### src/rtl/ecgdpe_pkg.sv
// ============================================================================
// ecgdpe_pkg
// Types and constants shared by the ecg delta packet encoder modules.
// ============================================================================
`default_nettype none

package ecgdpe_pkg;

    localparam int DELTA_POINTS = 13;
    localparam int GROUP_LEN    = DELTA_POINTS + 1;
    localparam int PACKET_LEN   = DELTA_POINTS + 7;
    localparam int CNT_W        = $clog2(GROUP_LEN);
    localparam int ADDR_W       = CNT_W + 1;
    localparam int MEM_DEPTH    = 2 ** ADDR_W;
    localparam int PKT_CNT_W    = $clog2(PACKET_LEN);

    localparam int SAMPLE_W = 16;
    localparam int ID_W     = 16;
    localparam int HR_W     = 8;
    localparam int BYTE_W   = 8;
    localparam int DELTA_W  = 17;
    localparam int MAG_W    = 16;
    localparam int SCALE_W  = 10;
    localparam int QUO_W    = 8;

    // divide by 127 as (n * 66053) >> 23, exact for n below 2**16
    localparam int RECIP_W  = 17;
    localparam int PROD_W   = MAG_W + RECIP_W;
    localparam int RECIP_SH = PROD_W - SCALE_W;
    localparam logic [RECIP_W-1:0] RECIP_127 = 17'd66053;

    localparam int DIV_CYCLES = QUO_W / 2;
    localparam int STEP_W     = $clog2(DIV_CYCLES);

    localparam int FIFO_DEPTH = 2;
    localparam int PTR_W      = $clog2(FIFO_DEPTH);

    localparam logic [SCALE_W-1:0] SCALE_KNEE = 10'd100;
    localparam logic [BYTE_W-1:0]  PKT_TYPE   = 8'd1;
    localparam logic [BYTE_W-1:0]  BYTE_BIAS  = 8'd128;
    localparam logic [BYTE_W-1:0]  MAX_CODE   = 8'd204;

    localparam logic [CNT_W-1:0]     LAST_CNT      = CNT_W'(DELTA_POINTS);
    localparam logic [CNT_W-1:0]     LAST_SLOT     = CNT_W'(DELTA_POINTS - 1);
    localparam logic [PKT_CNT_W-1:0] LAST_BYTE_IDX = PKT_CNT_W'(PACKET_LEN - 1);
    localparam logic [PKT_CNT_W-1:0] CODE_BYTE_IDX = PKT_CNT_W'(3);

    typedef struct packed {
        logic                bank;
        logic [SAMPLE_W-1:0] reference;
        logic [ID_W-1:0]     data_id;
        logic [HR_W-1:0]     heart_rate;
        logic [MAG_W-1:0]    rise;
        logic [MAG_W-1:0]    fall_mag;
    } t_desc;

    typedef struct packed {
        logic               vld;
        logic [ADDR_W-1:0]  addr;
        logic [DELTA_W-1:0] data;
    } t_wr;

    typedef struct packed {
        logic vld;
        logic bank;
    } t_rel;

    typedef enum logic [3:0] {
        S_IDLE,
        S_MUL,
        S_SCALE,
        S_HDR,
        S_RD,
        S_LD,
        S_DIV,
        S_EMIT,
        S_HR
    } t_bstate;

    typedef enum logic [2:0] {
        H_TYPE,
        H_ID_HI,
        H_ID_LO,
        H_CODE,
        H_REF_HI,
        H_REF_LO
    } t_hdr;

endpackage

`default_nettype wire

### src/rtl/ecg_delta_packet_encoder_core.sv
// ============================================================================
// ecg_delta_packet_encoder_core
// Groups ECG samples, scales their deltas and streams 20-byte packets.
// ============================================================================
// Input channel (i_in_valid / o_in_ready): one request per sample with its
// data id and heart rate; groups of 14 samples, the last one's id and rate
// go into the packet. Output channel (o_out_valid / i_out_ready): one packet
// byte per request, o_last_byte set on the 20th byte.
// Samples are taken one per cycle while o_in_ready is high, into one of two
// delta banks. A finished group is queued; the packet builder then forms
// the scale, 6 header bytes, per delta a store read, operand load, then
// two-bit-per-cycle division and emit, and the heart rate. The divider sets
// the sustained rate. With the builder idle, the first byte follows the last
// sample through the queue, the idle, multiply, scale and header states and
// the output register. One further group can be taken while a packet drains.
// Reset (synchronous, active low) empties the queue, frees both banks and
// restarts grouping at the reference sample. A receiver stall holds the
// current byte; the builder and then the input side back up behind it.
// ============================================================================
`default_nettype none

module ecg_delta_packet_encoder_core (
    input  logic                            i_clk,
    input  logic                            i_rst_n,
    input  logic                            i_in_valid,
    output logic                            o_in_ready,
    input  logic [ecgdpe_pkg::SAMPLE_W-1:0] i_sample,
    input  logic [ecgdpe_pkg::ID_W-1:0]     i_data_id,
    input  logic [ecgdpe_pkg::HR_W-1:0]     i_heart_rate,
    output logic                            o_out_valid,
    input  logic                            i_out_ready,
    output logic [ecgdpe_pkg::BYTE_W-1:0]   o_packet_byte,
    output logic                            o_last_byte
);
    import ecgdpe_pkg::*;

    t_rel  w_rel;
    t_wr   w_wr;
    t_desc w_push_desc;
    t_desc w_pop_desc;
    logic  w_push;
    logic  w_push_ready;
    logic  w_pop;
    logic  w_pop_valid;

    ecgdpe_front u_front (
        .i_clk        (i_clk),
        .i_rst_n      (i_rst_n),
        .i_in_valid   (i_in_valid),
        .o_in_ready   (o_in_ready),
        .i_sample     (i_sample),
        .i_data_id    (i_data_id),
        .i_heart_rate (i_heart_rate),
        .i_rel        (w_rel),
        .i_push_ready (w_push_ready),
        .o_push       (w_push),
        .o_desc       (w_push_desc),
        .o_wr         (w_wr)
    );

    ecgdpe_fifo u_fifo (
        .i_clk        (i_clk),
        .i_rst_n      (i_rst_n),
        .i_push       (w_push),
        .i_desc       (w_push_desc),
        .o_push_ready (w_push_ready),
        .o_pop_valid  (w_pop_valid),
        .o_desc       (w_pop_desc),
        .i_pop        (w_pop)
    );

    ecgdpe_back u_back (
        .i_clk         (i_clk),
        .i_rst_n       (i_rst_n),
        .i_wr          (w_wr),
        .i_pop_valid   (w_pop_valid),
        .i_desc        (w_pop_desc),
        .o_pop         (w_pop),
        .o_rel         (w_rel),
        .o_out_valid   (o_out_valid),
        .i_out_ready   (i_out_ready),
        .o_packet_byte (o_packet_byte),
        .o_last_byte   (o_last_byte)
    );

endmodule

`default_nettype wire

### src/rtl/ecgdpe_front.sv
// ============================================================================
// ecgdpe_front
// Takes samples, forms deltas into the banked store, tracks the extremes and
// queues one descriptor per finished group.
// ============================================================================
`default_nettype none

module ecgdpe_front (
    input  logic                             i_clk,
    input  logic                             i_rst_n,
    input  logic                             i_in_valid,
    output logic                             o_in_ready,
    input  logic [ecgdpe_pkg::SAMPLE_W-1:0]  i_sample,
    input  logic [ecgdpe_pkg::ID_W-1:0]      i_data_id,
    input  logic [ecgdpe_pkg::HR_W-1:0]      i_heart_rate,
    input  ecgdpe_pkg::t_rel                 i_rel,
    input  logic                             i_push_ready,
    output logic                             o_push,
    output ecgdpe_pkg::t_desc                o_desc,
    output ecgdpe_pkg::t_wr                  o_wr
);
    import ecgdpe_pkg::*;

    logic [CNT_W-1:0]           r_cnt;
    logic                       r_bank;
    logic [1:0]                 r_busy;
    logic [SAMPLE_W-1:0]        r_prev;
    logic [SAMPLE_W-1:0]        r_ref;
    logic signed [DELTA_W-1:0]  r_rise;
    logic signed [DELTA_W-1:0]  r_fall;

    logic [CNT_W-1:0]           n_cnt;
    logic [1:0]                 n_busy;
    logic signed [DELTA_W-1:0]  n_rise;
    logic signed [DELTA_W-1:0]  n_fall;
    logic signed [DELTA_W-1:0]  w_dv;
    logic signed [DELTA_W-1:0]  w_neg_fall;
    logic                       w_last;
    logic                       w_first;
    logic                       w_acc;

    always_comb begin
        w_last     = (r_cnt == LAST_CNT);
        w_first    = (r_cnt == '0);
        // a group may start only into a bank the back has released
        o_in_ready = !r_busy[r_bank] && (!w_last || i_push_ready);
        w_acc      = i_in_valid && o_in_ready;

        w_dv = $signed({i_sample[SAMPLE_W-1], i_sample})
             - $signed({r_prev[SAMPLE_W-1], r_prev});

        if (w_first) begin
            n_rise = '0;
            n_fall = '0;
        end else begin
            n_rise = (w_dv > r_rise) ? w_dv : r_rise;
            n_fall = (w_dv < r_fall) ? w_dv : r_fall;
        end
        w_neg_fall = -n_fall;

        n_cnt = w_last ? '0 : r_cnt + CNT_W'(1);

        n_busy = r_busy;
        if (i_rel.vld) begin
            n_busy[i_rel.bank] = 1'b0;
        end
        if (w_acc && w_last) begin
            n_busy[r_bank] = 1'b1;
        end

        o_wr.vld  = w_acc && !w_first;
        o_wr.addr = {r_bank, r_cnt - CNT_W'(1)};
        o_wr.data = w_dv;

        o_push            = w_acc && w_last;
        o_desc.bank       = r_bank;
        o_desc.reference  = r_ref;
        o_desc.data_id    = i_data_id;
        o_desc.heart_rate = i_heart_rate;
        o_desc.rise       = n_rise[MAG_W-1:0];
        o_desc.fall_mag   = w_neg_fall[MAG_W-1:0];
    end

    always_ff @(posedge i_clk) begin
        if (!i_rst_n) begin
            r_cnt  <= '0;
            r_bank <= 1'b0;
            r_busy <= '0;
        end else begin
            r_busy <= n_busy;
            if (w_acc) begin
                r_cnt <= n_cnt;
                if (w_last) begin
                    r_bank <= ~r_bank;
                end
            end
        end
    end

    always_ff @(posedge i_clk) begin
        if (w_acc) begin
            r_prev <= i_sample;
            r_rise <= n_rise;
            r_fall <= n_fall;
            if (w_first) begin
                r_ref <= i_sample;
            end
        end
    end

endmodule

`default_nettype wire

### src/rtl/ecgdpe_fifo.sv
// ============================================================================
// ecgdpe_fifo
// Short descriptor queue between the sample front and the packet back.
// ============================================================================
`default_nettype none

module ecgdpe_fifo (
    input  logic              i_clk,
    input  logic              i_rst_n,
    input  logic              i_push,
    input  ecgdpe_pkg::t_desc i_desc,
    output logic              o_push_ready,
    output logic              o_pop_valid,
    output ecgdpe_pkg::t_desc o_desc,
    input  logic              i_pop
);
    import ecgdpe_pkg::*;

    t_desc            r_q [FIFO_DEPTH];
    logic [PTR_W-1:0] r_wp;
    logic [PTR_W-1:0] r_rp;
    logic [PTR_W:0]   r_cnt;

    logic w_push;
    logic w_pop;

    always_comb begin
        o_push_ready = (r_cnt != (PTR_W+1)'(FIFO_DEPTH));
        o_pop_valid  = (r_cnt != '0);
        o_desc       = r_q[r_rp];
        w_push       = i_push && o_push_ready;
        w_pop        = i_pop && o_pop_valid;
    end

    always_ff @(posedge i_clk) begin
        if (!i_rst_n) begin
            r_wp  <= '0;
            r_rp  <= '0;
            r_cnt <= '0;
        end else begin
            if (w_push) begin
                r_wp <= (r_wp == PTR_W'(FIFO_DEPTH - 1)) ? '0 : r_wp + PTR_W'(1);
            end
            if (w_pop) begin
                r_rp <= (r_rp == PTR_W'(FIFO_DEPTH - 1)) ? '0 : r_rp + PTR_W'(1);
            end
            unique case ({w_push, w_pop})
                2'b10:   r_cnt <= r_cnt + (PTR_W+1)'(1);
                2'b01:   r_cnt <= r_cnt - (PTR_W+1)'(1);
                default: r_cnt <= r_cnt;
            endcase
        end
    end

    always_ff @(posedge i_clk) begin
        if (w_push) begin
            r_q[r_wp] <= i_desc;
        end
    end

endmodule

`default_nettype wire

### src/rtl/ecgdpe_back.sv
// ============================================================================
// ecgdpe_back
// Builds one packet per descriptor: scale, header, scaled deltas through a
// two-bit-per-cycle divider, heart rate; holds the delta store.
// ============================================================================
`default_nettype none

module ecgdpe_back (
    input  logic                           i_clk,
    input  logic                           i_rst_n,
    input  ecgdpe_pkg::t_wr                i_wr,
    input  logic                           i_pop_valid,
    input  ecgdpe_pkg::t_desc              i_desc,
    output logic                           o_pop,
    output ecgdpe_pkg::t_rel               o_rel,
    output logic                           o_out_valid,
    input  logic                           i_out_ready,
    output logic [ecgdpe_pkg::BYTE_W-1:0]  o_packet_byte,
    output logic                           o_last_byte
);
    import ecgdpe_pkg::*;

    logic [DELTA_W-1:0] r_mem [MEM_DEPTH];
    logic [DELTA_W-1:0] r_rdata;

    t_bstate             r_state, n_state;
    t_desc               r_desc;
    logic [PROD_W-1:0]   r_prod_p, r_prod_n;
    logic [SCALE_W-1:0]  r_scale, n_scale;
    logic [BYTE_W-1:0]   r_code, n_code;
    t_hdr                r_hidx, n_hidx;
    logic [CNT_W-1:0]    r_slot, n_slot;
    logic                r_neg, n_neg;
    logic [SCALE_W-1:0]  r_p, n_p;
    logic [QUO_W-1:0]    r_lo, n_lo;
    logic [STEP_W-1:0]   r_step, n_step;
    logic [BYTE_W-1:0]   r_qbyte, n_qbyte;
    logic                r_out_valid, n_out_valid;
    logic [BYTE_W-1:0]   r_out_byte, n_out_byte;
    logic                r_out_last, n_out_last;

    logic [ADDR_W-1:0]   w_rd_addr;
    logic                w_load;
    logic [SCALE_W-1:0]  w_sp, w_sn, w_scale, w_over;
    logic [DELTA_W-1:0]  w_abs;
    logic [BYTE_W-1:0]   w_hdr_byte;
    logic [SCALE_W:0]    w_trial;
    logic [SCALE_W-1:0]  w_p;
    logic [QUO_W-1:0]    w_lo;
    logic                w_qbit;

    assign w_rd_addr = {r_desc.bank, r_slot};

    always_ff @(posedge i_clk) begin
        if (i_wr.vld) begin
            r_mem[i_wr.addr] <= i_wr.data;
        end
        r_rdata <= r_mem[w_rd_addr];
    end

    always_ff @(posedge i_clk) begin
        if (!i_rst_n) begin
            r_state     <= S_IDLE;
            r_out_valid <= 1'b0;
        end else begin
            r_state     <= n_state;
            r_out_valid <= n_out_valid;
        end
    end

    always_ff @(posedge i_clk) begin
        if (o_pop) begin
            r_desc <= i_desc;
        end
        r_prod_p   <= PROD_W'(r_desc.rise) * PROD_W'(RECIP_127);
        r_prod_n   <= PROD_W'(r_desc.fall_mag) * PROD_W'(RECIP_127);
        r_scale    <= n_scale;
        r_code     <= n_code;
        r_hidx     <= n_hidx;
        r_slot     <= n_slot;
        r_neg      <= n_neg;
        r_p        <= n_p;
        r_lo       <= n_lo;
        r_step     <= n_step;
        r_qbyte    <= n_qbyte;
        r_out_byte <= n_out_byte;
        r_out_last <= n_out_last;
    end

    always_comb begin
        n_state     = r_state;
        n_scale     = r_scale;
        n_code      = r_code;
        n_hidx      = r_hidx;
        n_slot      = r_slot;
        n_neg       = r_neg;
        n_p         = r_p;
        n_lo        = r_lo;
        n_step      = r_step;
        n_qbyte     = r_qbyte;
        n_out_byte  = r_out_byte;
        n_out_last  = r_out_last;
        o_pop       = 1'b0;
        o_rel.vld   = 1'b0;
        o_rel.bank  = r_desc.bank;

        w_load      = !r_out_valid || i_out_ready;
        n_out_valid = r_out_valid && !i_out_ready;

        // max(1 + rise/127, 1 + |fall|/127)
        w_sp    = r_prod_p[PROD_W-1:RECIP_SH] + SCALE_W'(1);
        w_sn    = r_prod_n[PROD_W-1:RECIP_SH] + SCALE_W'(1);
        w_scale = (w_sp > w_sn) ? w_sp : w_sn;
        w_over  = (w_scale - SCALE_KNEE) >> 2;

        w_abs = r_rdata[DELTA_W-1] ? -r_rdata : r_rdata;

        unique case (r_hidx)
            H_TYPE:   w_hdr_byte = PKT_TYPE;
            H_ID_HI:  w_hdr_byte = r_desc.data_id[ID_W-1 -: BYTE_W];
            H_ID_LO:  w_hdr_byte = r_desc.data_id[BYTE_W-1:0];
            H_CODE:   w_hdr_byte = r_code;
            H_REF_HI: w_hdr_byte = r_desc.reference[SAMPLE_W-1 -: BYTE_W];
            H_REF_LO: w_hdr_byte = r_desc.reference[BYTE_W-1:0];
            default:  w_hdr_byte = PKT_TYPE;
        endcase

        // restoring division, two quotient bits per cycle
        w_p  = r_p;
        w_lo = r_lo;
        for (int j = 0; j < 2; j++) begin
            w_trial = {w_p, w_lo[QUO_W-1]};
            w_qbit  = (w_trial >= {1'b0, r_scale});
            if (w_qbit) begin
                w_trial = w_trial - {1'b0, r_scale};
            end
            w_p  = w_trial[SCALE_W-1:0];
            w_lo = {w_lo[QUO_W-2:0], w_qbit};
        end

        unique case (r_state)
            S_IDLE: begin
                if (i_pop_valid) begin
                    o_pop   = 1'b1;
                    n_state = S_MUL;
                end
            end
            S_MUL: begin
                n_state = S_SCALE;
            end
            S_SCALE: begin
                n_scale = w_scale;
                n_code  = (w_scale > SCALE_KNEE) ? BYTE_W'(SCALE_KNEE + w_over)
                                                 : BYTE_W'(w_scale);
                n_hidx  = H_TYPE;
                n_state = S_HDR;
            end
            S_HDR: begin
                if (w_load) begin
                    n_out_valid = 1'b1;
                    n_out_byte  = w_hdr_byte;
                    n_out_last  = 1'b0;
                    if (r_hidx == H_REF_LO) begin
                        n_slot  = '0;
                        n_state = S_RD;
                    end else begin
                        n_hidx = t_hdr'(r_hidx + 3'd1);
                    end
                end
            end
            S_RD: begin
                n_state = S_LD;
            end
            S_LD: begin
                // |delta| < 128*scale, so the upper byte is already below scale
                n_neg   = r_rdata[DELTA_W-1];
                n_p     = SCALE_W'(w_abs[MAG_W-1:QUO_W]);
                n_lo    = w_abs[QUO_W-1:0];
                n_step  = '0;
                n_state = S_DIV;
            end
            S_DIV: begin
                n_p    = w_p;
                n_lo   = w_lo;
                n_step = r_step + STEP_W'(1);
                if (r_step == STEP_W'(DIV_CYCLES - 1)) begin
                    n_qbyte = r_neg ? BYTE_BIAS - w_lo : BYTE_BIAS + w_lo;
                    n_state = S_EMIT;
                end
            end
            S_EMIT: begin
                if (w_load) begin
                    n_out_valid = 1'b1;
                    n_out_byte  = r_qbyte;
                    n_out_last  = 1'b0;
                    if (r_slot == LAST_SLOT) begin
                        n_state = S_HR;
                    end else begin
                        n_slot  = r_slot + CNT_W'(1);
                        n_state = S_RD;
                    end
                end
            end
            S_HR: begin
                if (w_load) begin
                    n_out_valid = 1'b1;
                    n_out_byte  = r_desc.heart_rate;
                    n_out_last  = 1'b1;
                    o_rel.vld   = 1'b1;
                    n_state     = S_IDLE;
                end
            end
            default: begin
                n_state = S_IDLE;
            end
        endcase
    end

    assign o_out_valid   = r_out_valid;
    assign o_packet_byte = r_out_byte;
    assign o_last_byte   = r_out_last;

endmodule

`default_nettype wire

### config.mk
export PLATFORM = sky130hd
export DESIGN_NAME = ecg_delta_packet_encoder_core
export DESIGN_NICKNAME = d
export VERILOG_FILES = /design/src/rtl/ecgdpe_pkg.sv /design/src/rtl/ecg_delta_packet_encoder_core.sv /design/src/rtl/ecgdpe_front.sv /design/src/rtl/ecgdpe_fifo.sv /design/src/rtl/ecgdpe_back.sv
export SDC_FILE = /design/constraint.sdc
export NUM_CORES = 1
export LEC_CHECK = 0
export BUFFER_PORTS_ARGS = -buffer_cell sky130_fd_sc_hd__buf_2
export CORE_MARGIN = 4
export CORE_UTILIZATION = 55
export CTS_BUF_LIST = sky130_fd_sc_hd__clkbuf_4 sky130_fd_sc_hd__clkbuf_8
export CTS_CLUSTER_SIZE = 30
export DETAILED_ROUTE_END_ITERATION = 10
export PLACE_DENSITY = 0.82
export SYNTH_ARGS = -nofsm -noshare
export SYNTH_HDL_FRONTEND = slang
export SYNTH_SLANG_ARGS = --single-unit
### constraint.sdc
create_clock -name i_clk -period 7.8 [get_ports i_clk]
set_input_delay 1.56 -clock i_clk [delete_from_list [all_inputs] [get_ports i_clk]]
set_output_delay 1.56 -clock i_clk [all_outputs]
set_load 0.02 [all_outputs]
==> run metrics <==
Post-Synthesis Cells approximately 2700; antenna violations before repair 9; sequential area share after synthesis 0.6404; top cells by area, synth edfxtp_1 62%, mux4_2 8.8%, ha_1 8.1%; GRT Overall Usage 0.2323; ys async rst share 0; Max Fclk between 0.15 and 0.2 GHz; worst vdd ir between 150 and 200 uV; status finished, final reports clean; Vias/cell slightly above 6; Placed Area between 40000 and 50000 sq um; die area 83630 sq um; first drt pass iteration count 5; CTS HTree Levels 4; grt total ovfl 0; post-cts gate resize count 0; Netlist Area Pre-Place around 43000 sq um; vias in the first global route about 25000; CTS tree yes; top_reg_cell synth edfxtp_1; # rows 102; post-route cell area just under 50000 sq um; syn_area_per_cell 16.10 sq um; RSZ-0062 raised after global routing no; hold buffers post-CTS 0; 1st-iter DRT viols ~2500; final worst slack around 1.6 ns; Layout area overhead 11.34%; DRC 0; Die H 289.2 microns; Fill cells roughly 5300; Die Wd ~290 microns; Avg WL per Cell around 24 microns; Nets around 3300; setup TNS 0 ns; Max Cap Violations 0; Leakage 17.83 nW; CP arrival between 6 and 7 ns; clock sink total roughly 950; Clock Latency Late Sink between 0.7 and 0.8 ns; CTS Buf Count 145; Finish-stage setup viols 0; Post-Place Setup Slack a little over 0.9 ns; critical path class primary input to flop; Relative slew margins 0.08155; skew final roughly 0.038 ns; HP Class flop to flop; period utilisation layout 0.7971; Critical Path Fanout Max 36; Cells after DPL between 3000 and 4000; Synthesis Warnings 0; Slew Viols, Final 0; top cell type's share of synthesized area 0.6160; drt total wl about 96 mm; postcts setup bufs 0; clk buf depth 3; most common cell after layout, fill and taps aside edfxtp_1; Distinct cells, synth 86; min cycle time layout approximately 6.2 ns; Yosys top cell by area edfxtp_1; Hold Fails Final Rpt 0; clock slew at reported path FFs 0.06 ns; Startpoint Class primary input; synthesized flop and latch total between 900 and 1000; register area between 20000 and 30000 sq um; Starting Density 0.5586; commonest cells after routing, fill and taps aside 892 x edfxtp_1, 280 x ha_1, 196 x inv_1, 170 x mux4_2, 148 x clkbuf_8; routability cong. between 0.9 and 1; first-pass GRT wire length between 100 and 150 mm; Post-synth EDFFs a little under 900; Core Area 77850 sq um; Pwr per Cell Area between 200 and 250 nW/um^2; Critical Path Sink Type flop; non-filler instance count after layout a little over 4000; clock tree root buffer cell clkbuf_8; Post-DRT Antenna Nets 0; Worst-Margin Slew 1.373 ns; maximum number of pins on one net before global-route repair between 100 and 150; Critical Path RT approximately 8.3 ns; Via Count ~25000; ratio of cells with drive above 1 in the final layout 0.2180; Ports between 50 and 60; # port buffers 54; post-DP HPWL around 63 mm; Multi-input gate area 14760 sq um
flip-flops by register name, indices dropped and copies added, names as in the netlist, 10 cells and up:
| name | count |
|---|---|
| u_back.r_desc | 72 |
| u_back.r_mem | 544 |
| u_back.r_p | 10 |
| u_back.r_prod_n | 10 |
| u_back.r_prod_p | 10 |
| u_back.r_rdata | 17 |
| u_back.r_scale | 10 |
| u_fifo.r_q | 146 |
| u_front.r_fall | 17 |
| u_front.r_prev | 16 |
| u_front.r_ref | 16 |
| u_front.r_rise | 17 |
cells by family (layout without fill, tap and decap cells):
kind of cell,count (synthesis),after routing,synth area share
other cells,1,40,0.00008624
fa+ha+maj,305,305,0.09207
flops,945,945,0.6404
xor+xnor,99,99,0.01994
buf+inv,292,576,0.02587
simple gates,443,443,0.05041
compound gates,304,304,0.04745
mux,312,312,0.1238
area by class of cell:
type                            instances  area share
Sequential cell                       945      0.5752
Multi-Input combinational cell       1497      0.3049
Clock buffer                          178     0.04672
Tap cell                             1040     0.02688
Timing Repair Buffer                  117     0.01561
Inverter                              196     0.01519
Clock inverter                         85     0.01514
Antenna cell                            6   0.0003101
power breakdown:
| part | leakage (nW) | internal, mW | switching, mW |
|---|---|---|---|
| Sequential | 8.56 | 5.92 | 0.0832 |
| Clock | 1.56 | 2.31 | 1.93 |
| Combinational | 7.71 | 0.604 | 1.07 |
| Total | 17.8 | 8.83 | 3.08 |
worst max-delay path, cell delays in order:
cell	delay (ns)
buf_2	0.10
inv_1	0.04
ha_1	0.22
fa_1	0.43
nand2b_1	0.20
a21oi_1	0.37
o211ai_1	0.25
and3_1	0.21
a311o_1	0.32
buf_4	0.24
ha_1	0.34
a21o_1	0.13
a211oi_2	0.07
a31oi_1	0.57
and2_4	0.46
nor2_1	0.07
a21oi_1	0.12
or2_2	0.13
ha_1	0.17
nand2_1	0.19
nor4_1	0.39
xnor2_1	0.12
metal layers:
| metal | share of wire | wire length [microns] | global-route usage | vias to the layer above |
|---|---|---|---|---|
| met2 | 0.49 | 46790 | 0.3810 | 1300 |
| met1 | 0.39 | 37300 | 0.3029 | 12370 |
| met4 | 0.040 | 3810 | 0.1034 | 8 |
| li1 | - | - | - | 10890 |
| met3 | 0.087 | 8334 | 0.04799 | 228 |
| met5 | 0.00062 | 60 | 0 | - |
synth_stat cells (4+ instances only):
master,instances
mux2i_1,37
nor2_1,133
nor3_1,35
fa_1,25
nand3b_1,4
or4_1,6
ha_1,280
inv_1,196
a221oi_1,7
mux4_2,170
a31oi_1,19
and2_1,15
nand4_1,24
o21a_1,11
or3_1,9
nand2b_1,15
a221o_1,9
and4_1,4
xor2_1,32
o31ai_1,5
xnor2_1,67
a211oi_1,20
a22oi_1,17
nand2_1,93
clkbuf_1,68
and3_1,18
nand3_1,29
nor4_1,13
buf_2,4
nor2b_1,24
o21bai_1,5
edfxtp_1,892
a21oi_1,74
o21ai_0,58
buf_1,19
dfxtp_1,53
mux2_2,104
a21o_1,22
o211ai_1,10
or2_2,8
stage by stage:
stage	util	total power [mW]	hold WS [ns]
final	0.6219	11.91	0.4466
after CTS	0.6217	11.97	0.4416
after detailed placement	0.5833	7.754	0.4296
after floorplan	-	7.233	0.4215
after global placement	0.5833	7.668	0.4230
after global routing	0.6218	12.39	0.4563
path summary, 6_finish.rpt:
kind	from	to	slack, ns	cells after the start
max	i_sample[0]	u_fifo.r_q[0][12]$_DFFE_PP_	1.58	22
min	u_front.r_ref[2]$_DFFE_PP_	u_fifo.r_q[0][58]$_DFFE_PP_	0.45	0
max reg2reg	u_front.r_prev[0]$_DFFE_PP_	u_fifo.r_q[0][12]$_DFFE_PP_	2.12	20
min reg2reg	u_front.r_ref[2]$_DFFE_PP_	u_fifo.r_q[0][58]$_DFFE_PP_	0.45	0
Power figures use the tool's default switching activity.
